--- config.mk ---
export PLATFORM = sky130hd
export DESIGN_NAME = stop_and_wait_frame_receiver_core
export DESIGN_NICKNAME = d
export VERILOG_FILES = /design/src/sawr_pkg.sv /design/src/sawr_ram.sv /design/src/sawr_front.sv /design/src/sawr_back.sv /design/src/stop_and_wait_frame_receiver_core.sv
export SDC_FILE = /design/constraint.sdc
export NUM_CORES = 1
export LEC_CHECK = 0
export ABC_AREA = 0
export CAP_MARGIN = 10
export CORE_UTILIZATION = 40
export DETAILED_ROUTE_END_ITERATION = 8
export DONT_BUFFER_PORTS = 1
export SLEW_MARGIN = 20
export SYNTH_ARGS = -nofsm -noshare
export SYNTH_HDL_FRONTEND = slang
export SYNTH_HIERARCHICAL = 1
export SYNTH_SLANG_ARGS = --single-unit
--- constraint.sdc ---
create_clock -name clk -period 3 [get_ports clk]
set_input_delay 0.45 -clock clk [delete_from_list [all_inputs] [get_ports clk]]
set_output_delay 0.45 -clock clk [all_outputs]
set_load 0.02 [all_outputs]
--- src/sawr_pkg.sv ---
// Shared types and constants for the stop-and-wait frame receiver.
// No dependencies; imported by every module of the block but the body store.
`default_nettype none
package sawr_pkg;

	localparam int MAX_BODY_BYTES_DEF = 16;

	localparam logic [7:0] FLAG_BYTE   = 8'h7E;
	localparam logic [7:0] LINK_ADDR_RST = 8'h03;

	// Control bytes that may appear in a received frame.
	localparam logic [7:0] CTL_I0  = 8'h00;
	localparam logic [7:0] CTL_I1  = 8'h40;
	localparam logic [7:0] CTL_UI  = 8'h03;
	localparam logic [7:0] CTL_X0B = 8'h0B;
	localparam logic [7:0] CTL_X07 = 8'h07;

	// Supervisory control bytes placed in replies.
	localparam logic [7:0] CTL_RR0  = 8'h05;
	localparam logic [7:0] CTL_RR1  = 8'h85;
	localparam logic [7:0] CTL_REJ0 = 8'h01;
	localparam logic [7:0] CTL_REJ1 = 8'h81;

	localparam logic [1:0] VERDICT_ACCEPT = 2'd0;
	localparam logic [1:0] VERDICT_BAD    = 2'd1;
	localparam logic [1:0] VERDICT_DUP    = 2'd2;

	localparam logic KIND_PAYLOAD = 1'b0;
	localparam logic KIND_REPLY   = 1'b1;

	localparam int REPLY_LEN = 5;
	localparam int RIDX_W    = $clog2(REPLY_LEN);

	typedef enum logic [2:0] {
		PH_HUNT,
		PH_FLAG,
		PH_ADDR,
		PH_CTRL,
		PH_BODY
	} rx_phase_t;

	typedef enum logic [1:0] {
		BK_IDLE,
		BK_PAY_RD,
		BK_PAY_WR,
		BK_REPLY
	} back_state_t;

	// Outcome of one closed frame, handed from the front to the back.
	typedef struct packed {
		logic [1:0] verdict;
		logic [7:0] ctrl;
	} frame_cmd_t;

	function automatic logic control_allowed(input logic [7:0] c);
		return (c == CTL_I0) || (c == CTL_I1) || (c == CTL_UI) ||
			(c == CTL_X0B) || (c == CTL_X07);
	endfunction

endpackage
`default_nettype wire

--- src/sawr_ram.sv ---
// Body byte store: one write port, one registered read port.
// Depends on nothing but its parameters.
`default_nettype none
module sawr_ram #(
	parameter int DEPTH = 16,
	parameter int AW    = $clog2(DEPTH)
) (
	input  wire logic          clk,
	input  wire logic          wr_en,
	input  wire logic [AW-1:0] wr_addr,
	input  wire logic [7:0]    wr_data,
	input  wire logic          rd_en,
	input  wire logic [AW-1:0] rd_addr,
	output logic      [7:0]    rd_data
);

	logic [7:0] mem [DEPTH];

	always_ff @(posedge clk) begin
		if (wr_en) begin
			mem[wr_addr] <= wr_data;
		end
	end

	always_ff @(posedge clk) begin
		if (rd_en) begin
			rd_data <= mem[rd_addr];
		end
	end

endmodule
`default_nettype wire

--- src/sawr_front.sv ---
// Receive side: flag hunt, header checks, body capture and frame verdict.
// Depends on sawr_pkg; writes the body store and posts one command per frame closed with a non-empty body.
`default_nettype none
module sawr_front
	import sawr_pkg::*;
#(
	parameter int MAX_BODY_BYTES = MAX_BODY_BYTES_DEF,
	parameter int AW             = $clog2(MAX_BODY_BYTES),
	parameter int CW             = $clog2(MAX_BODY_BYTES + 1)
) (
	input  wire logic          clk,
	input  wire logic          arst_n,
	input  wire logic          push,
	output logic               full,
	input  wire logic [7:0]    rx_byte,
	input  wire logic [7:0]    link_address,
	input  wire logic          back_busy,
	input  wire logic          cmd_take,
	output logic               cmd_valid,
	output frame_cmd_t         cmd,
	output logic      [CW-1:0] cmd_plen,
	output logic               mem_we,
	output logic      [AW-1:0] mem_waddr,
	output logic      [7:0]    mem_wdata
);

	rx_phase_t  phase_q, phase_d;
	logic [7:0] control_seen_q;
	logic [CW-1:0] count_q;
	logic [7:0] xor_q;
	logic [7:0] last_q;
	logic       exp_seq_q;
	logic       cmd_valid_q;
	frame_cmd_t cmd_q;
	logic [CW-1:0] plen_q;

	logic       acc;
	logic       is_flag;
	logic       room;
	logic       close_frame;
	logic       good;
	logic       seq;
	frame_cmd_t cmd_new;
	logic [CW-1:0] plen_new;

	assign acc     = push && !full;
	assign is_flag = (rx_byte == FLAG_BYTE);
	assign room    = (count_q < CW'(MAX_BODY_BYTES));

	// Next phase.
	always_comb begin
		phase_d = phase_q;
		if (acc) begin
			case (phase_q)
				PH_FLAG: begin
					if (is_flag)                      phase_d = PH_FLAG;
					else if (rx_byte == link_address) phase_d = PH_ADDR;
					else                              phase_d = PH_HUNT;
				end
				PH_ADDR: begin
					if (is_flag)                       phase_d = PH_FLAG;
					else if (control_allowed(rx_byte)) phase_d = PH_CTRL;
					else                               phase_d = PH_HUNT;
				end
				PH_CTRL: begin
					// A byte equal to the header check wins even when it is the flag.
					if (rx_byte == (link_address ^ control_seen_q)) phase_d = PH_BODY;
					else if (is_flag)                               phase_d = PH_FLAG;
					else                                            phase_d = PH_HUNT;
				end
				PH_BODY: begin
					if (is_flag)   phase_d = PH_HUNT;
					else if (room) phase_d = PH_BODY;
					else           phase_d = PH_HUNT;
				end
				default: begin
					phase_d = is_flag ? PH_FLAG : PH_HUNT;
				end
			endcase
		end
	end

	// Outputs and frame verdict.
	always_comb begin
		// Body bytes and the closing flag wait until the back has finished with the store.
		full        = (phase_q == PH_BODY) && (back_busy || cmd_valid_q);
		mem_we      = acc && (phase_q == PH_BODY) && !is_flag && room;
		mem_waddr   = count_q[AW-1:0];
		mem_wdata   = rx_byte;
		close_frame = acc && (phase_q == PH_BODY) && is_flag && (count_q != '0);
		seq         = (control_seen_q == CTL_I1);
		// The running XOR covers the check byte too, so this is payload XOR against check.
		good        = ((xor_q ^ last_q) == last_q);
		plen_new    = '0;
		if (seq == exp_seq_q) begin
			if (good) begin
				cmd_new.verdict = VERDICT_ACCEPT;
				cmd_new.ctrl    = exp_seq_q ? CTL_RR0 : CTL_RR1;
				plen_new        = count_q - CW'(1);
			end else begin
				cmd_new.verdict = VERDICT_BAD;
				cmd_new.ctrl    = exp_seq_q ? CTL_REJ1 : CTL_REJ0;
			end
		end else begin
			cmd_new.verdict = VERDICT_DUP;
			cmd_new.ctrl    = exp_seq_q ? CTL_RR1 : CTL_RR0;
		end
	end

	always_ff @(posedge clk or negedge arst_n) begin
		if (!arst_n) begin
			phase_q        <= PH_HUNT;
			control_seen_q <= '0;
			count_q        <= '0;
			exp_seq_q      <= 1'b0;
			cmd_valid_q    <= 1'b0;
		end else begin
			phase_q <= phase_d;
			if (cmd_take) begin
				cmd_valid_q <= 1'b0;
			end
			if (acc) begin
				case (phase_q)
					PH_ADDR: begin
						if (!is_flag && control_allowed(rx_byte)) begin
							control_seen_q <= rx_byte;
						end
					end
					PH_CTRL: begin
						if (phase_d == PH_BODY) begin
							count_q <= '0;
						end
					end
					PH_BODY: begin
						if (is_flag || !room) begin
							count_q <= '0;
						end else begin
							count_q <= count_q + CW'(1);
						end
						if (close_frame) begin
							cmd_valid_q <= 1'b1;
							if (seq == exp_seq_q && good) begin
								exp_seq_q <= !exp_seq_q;
							end
						end
					end
					PH_FLAG: begin
					end
					default: begin
						count_q <= '0;
					end
				endcase
			end
		end
	end

	always_ff @(posedge clk) begin
		if (acc && (phase_q == PH_CTRL) && (phase_d == PH_BODY)) begin
			xor_q <= '0;
		end
		if (mem_we) begin
			xor_q  <= xor_q ^ rx_byte;
			last_q <= rx_byte;
		end
		if (close_frame) begin
			cmd_q  <= cmd_new;
			plen_q <= plen_new;
		end
	end

	assign cmd_valid = cmd_valid_q;
	assign cmd       = cmd_q;
	assign cmd_plen  = plen_q;

endmodule
`default_nettype wire

--- src/sawr_back.sv ---
// Emit side: plays out any accepted payload bytes from the body store, then the reply frame.
// Depends on sawr_pkg; drives the read port of the store and the result register.
`default_nettype none
module sawr_back
	import sawr_pkg::*;
#(
	parameter int MAX_BODY_BYTES = MAX_BODY_BYTES_DEF,
	parameter int AW             = $clog2(MAX_BODY_BYTES),
	parameter int CW             = $clog2(MAX_BODY_BYTES + 1)
) (
	input  wire logic          clk,
	input  wire logic          arst_n,
	input  wire logic          cmd_valid,
	input  wire frame_cmd_t    cmd,
	input  wire logic [CW-1:0] cmd_plen,
	output logic               cmd_take,
	output logic               busy,
	input  wire logic [7:0]    link_address,
	output logic               mem_re,
	output logic      [AW-1:0] mem_raddr,
	input  wire logic [7:0]    mem_rdata,
	output logic               empty,
	input  wire logic          pop,
	output logic               out_kind,
	output logic      [7:0]    out_byte,
	output logic      [1:0]    verdict,
	output logic               last
);

	back_state_t state_q, state_d;
	frame_cmd_t  cmd_q;
	logic [CW-1:0] plen_q;
	logic [AW-1:0] idx_q;
	logic [RIDX_W-1:0] ridx_q;

	logic       out_valid_q;
	logic       out_kind_q;
	logic [7:0] out_byte_q;
	logic [1:0] verdict_q;
	logic       last_q;

	logic       slot_free;
	logic       load;
	logic       pay_done;
	logic       reply_done;
	logic [7:0] reply_byte;

	assign slot_free  = !out_valid_q || pop;
	assign pay_done   = ((CW'(idx_q) + CW'(1)) == plen_q);
	assign reply_done = (ridx_q == RIDX_W'(REPLY_LEN - 1));

	always_comb begin
		state_d = state_q;
		case (state_q)
			BK_IDLE: begin
				if (cmd_valid) begin
					state_d = (cmd_plen != '0) ? BK_PAY_RD : BK_REPLY;
				end
			end
			BK_PAY_RD: begin
				state_d = BK_PAY_WR;
			end
			BK_PAY_WR: begin
				if (slot_free) begin
					state_d = pay_done ? BK_REPLY : BK_PAY_RD;
				end
			end
			BK_REPLY: begin
				if (slot_free && reply_done) begin
					state_d = BK_IDLE;
				end
			end
			default: begin
				state_d = BK_IDLE;
			end
		endcase
	end

	always_comb begin
		cmd_take  = (state_q == BK_IDLE) && cmd_valid;
		busy      = (state_q != BK_IDLE);
		mem_re    = (state_q == BK_PAY_RD);
		mem_raddr = idx_q;
		load      = slot_free && ((state_q == BK_PAY_WR) || (state_q == BK_REPLY));
		case (ridx_q)
			RIDX_W'(1): reply_byte = link_address;
			RIDX_W'(2): reply_byte = cmd_q.ctrl;
			RIDX_W'(3): reply_byte = link_address ^ cmd_q.ctrl;
			default:    reply_byte = FLAG_BYTE;
		endcase
	end

	always_ff @(posedge clk or negedge arst_n) begin
		if (!arst_n) begin
			state_q     <= BK_IDLE;
			out_valid_q <= 1'b0;
		end else begin
			state_q <= state_d;
			if (load) begin
				out_valid_q <= 1'b1;
			end else if (pop) begin
				out_valid_q <= 1'b0;
			end
		end
	end

	always_ff @(posedge clk) begin
		if (cmd_take) begin
			cmd_q  <= cmd;
			plen_q <= cmd_plen;
			idx_q  <= '0;
			ridx_q <= '0;
		end
		if (load) begin
			verdict_q <= cmd_q.verdict;
			if (state_q == BK_PAY_WR) begin
				out_kind_q <= KIND_PAYLOAD;
				out_byte_q <= mem_rdata;
				last_q     <= 1'b0;
				idx_q      <= idx_q + AW'(1);
			end else begin
				out_kind_q <= KIND_REPLY;
				out_byte_q <= reply_byte;
				last_q     <= reply_done;
				ridx_q     <= ridx_q + RIDX_W'(1);
			end
		end
	end

	assign empty    = !out_valid_q;
	assign out_kind = out_kind_q;
	assign out_byte = out_byte_q;
	assign verdict  = verdict_q;
	assign last     = last_q;

endmodule
`default_nettype wire

--- src/stop_and_wait_frame_receiver_core.sv ---
// Stop-and-wait frame receiver. A received byte is taken when push is high and full is low; body bytes
// and the closing flag wait while the previous frame's run is still being read out.
// At a closing flag the command is registered, the back takes it, reads the store for a run with
// payload and loads the result register (a reply only skips the read); payload bytes follow
// with one store read each, the 5 reply bytes one per cycle, all paced by pop.
// Reset clears the receive phase, sequence bit and result valid flag; the store is not cleared.
`default_nettype none
module stop_and_wait_frame_receiver_core
	import sawr_pkg::*;
#(
	parameter int MAX_BODY_BYTES = MAX_BODY_BYTES_DEF
) (
	input  wire logic       clk,
	input  wire logic       arst_n,
	input  wire logic       push,
	output logic            full,
	input  wire logic [7:0] rx_byte,
	input  wire logic       cfg_we,
	input  wire logic [7:0] cfg_wdata,
	output logic            empty,
	input  wire logic       pop,
	output logic            out_kind,
	output logic      [7:0] out_byte,
	output logic      [1:0] verdict,
	output logic            last
);

	localparam int AW = $clog2(MAX_BODY_BYTES);
	localparam int CW = $clog2(MAX_BODY_BYTES + 1);

	logic [7:0]    link_address_q;
	logic          cmd_valid;
	logic          cmd_take;
	frame_cmd_t    cmd;
	logic [CW-1:0] cmd_plen;
	logic          back_busy;
	logic          mem_we;
	logic [AW-1:0] mem_waddr;
	logic [7:0]    mem_wdata;
	logic          mem_re;
	logic [AW-1:0] mem_raddr;
	logic [7:0]    mem_rdata;

	always_ff @(posedge clk or negedge arst_n) begin
		if (!arst_n) begin
			link_address_q <= LINK_ADDR_RST;
		end else if (cfg_we) begin
			link_address_q <= cfg_wdata;
		end
	end

	sawr_front #(
		.MAX_BODY_BYTES(MAX_BODY_BYTES),
		.AW(AW),
		.CW(CW)
	) u_front (
		.clk(clk),
		.arst_n(arst_n),
		.push(push),
		.full(full),
		.rx_byte(rx_byte),
		.link_address(link_address_q),
		.back_busy(back_busy),
		.cmd_take(cmd_take),
		.cmd_valid(cmd_valid),
		.cmd(cmd),
		.cmd_plen(cmd_plen),
		.mem_we(mem_we),
		.mem_waddr(mem_waddr),
		.mem_wdata(mem_wdata)
	);

	sawr_ram #(
		.DEPTH(MAX_BODY_BYTES),
		.AW(AW)
	) u_ram (
		.clk(clk),
		.wr_en(mem_we),
		.wr_addr(mem_waddr),
		.wr_data(mem_wdata),
		.rd_en(mem_re),
		.rd_addr(mem_raddr),
		.rd_data(mem_rdata)
	);

	sawr_back #(
		.MAX_BODY_BYTES(MAX_BODY_BYTES),
		.AW(AW),
		.CW(CW)
	) u_back (
		.clk(clk),
		.arst_n(arst_n),
		.cmd_valid(cmd_valid),
		.cmd(cmd),
		.cmd_plen(cmd_plen),
		.cmd_take(cmd_take),
		.busy(back_busy),
		.link_address(link_address_q),
		.mem_re(mem_re),
		.mem_raddr(mem_raddr),
		.mem_rdata(mem_rdata),
		.empty(empty),
		.pop(pop),
		.out_kind(out_kind),
		.out_byte(out_byte),
		.verdict(verdict),
		.last(last)
	);

endmodule
`default_nettype wire

==> summary.md <==
| Metric | Value |
|---|---|
| Latest clock arrival within the worst-skew pair | 0.50 ns |
| Initial Util | 0.4089 |
| H-tree depth | 1 |
| FILL cells | 2,089 |
| Reg2Reg Setup Slack | 0.20 ns |
| #FFs+latches synth | 216 |
| RSZ-0062 raised after global routing | no |
| Sequential cell area | 6275 um^2 |
| Routed via count | 4,999 |
| RD Place Congestion | 0.8453 |
| Finished layout cell area | 10,550 um^2 |
| Pleak | 3.682 nW |
| CTS Buffer Depth | 3 |
| Synth async-reset ratio | 0.1343 |
| Share of post-route cells with drive strength above 1 | 0.1754 |
| Worst r2r src | u_front/phase_q[2] |
| Yosys warnings | 6 |
| Slew HR | 0.5728 |
| Crit path capture | u_ram/mem[2][3] |
| Clk slew on worst S/H paths | 0.06 ns |
| Footprint of the multi-input gates | 2925 um^2 |
| Num Clock Sinks | 216 |
| WL/cell | 20.10 um |
| Hold Vio Cnt, Final | 0 |
| Initial antenna violation count | 0 |
| Crit Path Class | flip-flop to flip-flop |
| CP startpoint | u_front/phase_q[2] |
| CTS tree | built |
| PortBufs | 0 |
| Mean post-synth cell area | 16.07 um^2 |
| Hold_sp | rx_byte[1] |
| Row Count | 56 |
| Depth of the worst register-to-register path | 7 |
| Post-DR vias/cell | 5.284 |
| Congestion Overflow GR | 0 |
| Final core occ | 0.4481 |
| FMAX | 0.3570 GHz |
| GRT Total Usage | 0.1602 |
| Placed Area | 9864 um^2 |
| Max-slew violation count | 0 |
| Synth area leader | edfxtp_1 |
| Endpoints failing setup | 0 |
| # DRC | 0 |
| Die area | 24,690 um^2 |
| Final Cycle Share | 0.9338 |
| Critical Path Fanout Max | 8 |
| Post-synth top area share | 0.5615 |
| Max_cap viols | 0 |
| Detailed placement HPWL | 12,840 um |
| First-pass GRT wire length | 29,350 um |
| Fin Clk Skew | 0.007825 ns |
| P&R area growth vs syn | 9.606% |
| Most frequent cell after synthesis | edfxtp_1 |
| Antenna cells | 0 |
| Power Dens Cells | 761.7 nW/um^2 |
| Root Buffer | clkbuf_16 |
| Status | finished, final reports clean |
| Starting DRC count in detailed routing | 362 |
| Synth Flop Type | edfxtp_1 |
| Post-Syn Area | 9625 um^2 |
| Area contributors post-synth | edfxtp_1, dfrtp_1, mux4_2, mux4_1, xnor2_1 |
| Number of global-route vias before repair | 5,115 |
| Worst-margin pin slew | 0.6395 ns |
| Synth cell types | 71 |
| Worst setup SP type | flip-flop |
| CTS resizes | 0 |
| CTS buffer count | 23 |
| Worst Hold Class | input port to flip-flop |
| Antenna-violating nets left | 0 |
| Die width | 157.1 um |
| Sequential element share of the synthesized area | 0.6518 |
| Core footprint | 23,540 um^2 |
| Setup_tns | 0 ns |
| Post-synth EDFFs | 180 |
| Period minus WS final | 2.801 ns |
| Die span in y | 157.1 um |
| Cell count after synthesis | 599 |
| Largest net degree at the start of global routing | 37 |
| DRT Wirelength | 19,020 um |
| Critical Path RT | 3.21 ns |
| Final total power | 8.036 mW |
| Final net count | 641 |
| Endpoint class of the critical path | flip-flop |
| Worst hold slack | 0.04262 ns |
| FF-to-FF End | u_ram/mem[2][3] |
| Num ports | 35 |
| Peak supply drop | 449.5 uV |
| Synth cell count leaders | edfxtp_1, nor2_1, dfrtp_1, xnor2_1 |
| Detailed Routing Iterations Pass 1 | 5 |
| CP arrival | 3.01 ns |
==> timing repair <==
action,in CTS,in global routing
setup endpoints to repair,0,0
hold buffers,2,0
setup buffers,0,0
endpoints found under the hold margin,29,0
==> sequential cells by signal, summed over array words and instances (netlist names), 3 cells and up <==
name	count
u_ram/mem	128
u_back/cmd_q	10
link_address_q	8
u_back/out_byte	8
u_front/control_seen_q	8
u_front/xor_q	8
u_ram/rd_data	8
u_back/plen_q	5
u_front/cmd_plen	5
u_front/count_q	5
u_back/mem_raddr	4
u_front/cmd	4
u_back/ridx_q	3
u_front/phase_q	3
==> cells by family after synthesis <==
| family | after synthesis | share of synthesized area |
|---|---|---|
| other | 2 | 0.0007802 |
| AO/OA/AOI/OAI | 84 | 0.06252 |
| flip-flops | 216 | 0.6518 |
| adder cells (fa/ha/maj) | 9 | 0.01170 |
| XOR/XNOR | 42 | 0.04874 |
| AND/OR/NAND/NOR | 132 | 0.07241 |
| buffers and inverters | 63 | 0.04641 |
| multiplexers | 51 | 0.1057 |
==> layout make-up <==
cell class | count | share of cell area
Sequential cell | 216 | 0.5948
Multi-Input combinational cell | 324 | 0.2773
Clock buffer | 29 | 0.05669
Tap cell | 319 | 0.03783
Timing Repair Buffer | 28 | 0.02135
Inverter | 18 | 0.006641
Clock inverter | 12 | 0.005455
==> critical path, stage by stage, from the launching register on <==
cell	delay, ns
dfrtp_1	0.47
or3b_2	0.52
nor3_1	0.22
o2111ai_1	0.18
inv_1	0.18
or3b_2	0.51
nor2_1	0.21
buf_4	0.20
==> layout by cell type (no fill, tap or decap), types with 10 or more instances in the layout <==
cell type	instances
mux4_1	14
dfrtp_1	27
o21ai_0	12
mux4_2	18
xnor2_1	26
clkbuf_16	23
buf_4	26
edfxtp_1	180
nand2_1	25
nor2_1	43
xor2_1	10
inv_1	17
a22oi_1	25
==> where the power goes <==
| part | switching (mW) | leakage (nW) | total, mW | internal [mW] |
|---|---|---|---|---|
| clock | 1.06 | 0.318 | 2.47 | 1.40 |
| combinational | 0.881 | 1.32 | 1.70 | 0.822 |
| sequential | 0.342 | 2.05 | 3.87 | 3.52 |
| total | 2.29 | 3.68 | 8.04 | 5.75 |
==> stage by stage <==
stage	setup WS [ns]	instances
CTS	0.2211	946
detailed placement	0.2398	903
finish	0.1987	946
floorplan	0.02418	603
global route	0.03605	946
global placement	0.2964	903
==> worst min path at each step <==
stage                        end  slack (ns)  cells past startpoint
6_report         u_ram/mem[0][1]        0.04                      0
5_1_grt          u_ram/mem[0][1]        0.02                      0
4_1_cts          u_ram/mem[3][6]        0.03                      0
3_5_place_dp   u_back/state_q[0]        0.16                      0
3_3_place_gp   u_back/state_q[0]        0.16                      0
2_1_floorplan  link_address_q[2]        0.15                      0
==> layer usage <==
metal | wire, um | vias to the layer above | track usage
li1 | - | 2313 | -
met1 | 8444 | 2530 | 0.2159
met2 | 9201 | 119 | 0.2646
met3 | 990 | 37 | 0.02891
met4 | 380 | 0 | 0.04901
met5 | 0 | - | 0
No activity file was read; power rests on OpenSTA's default activity.
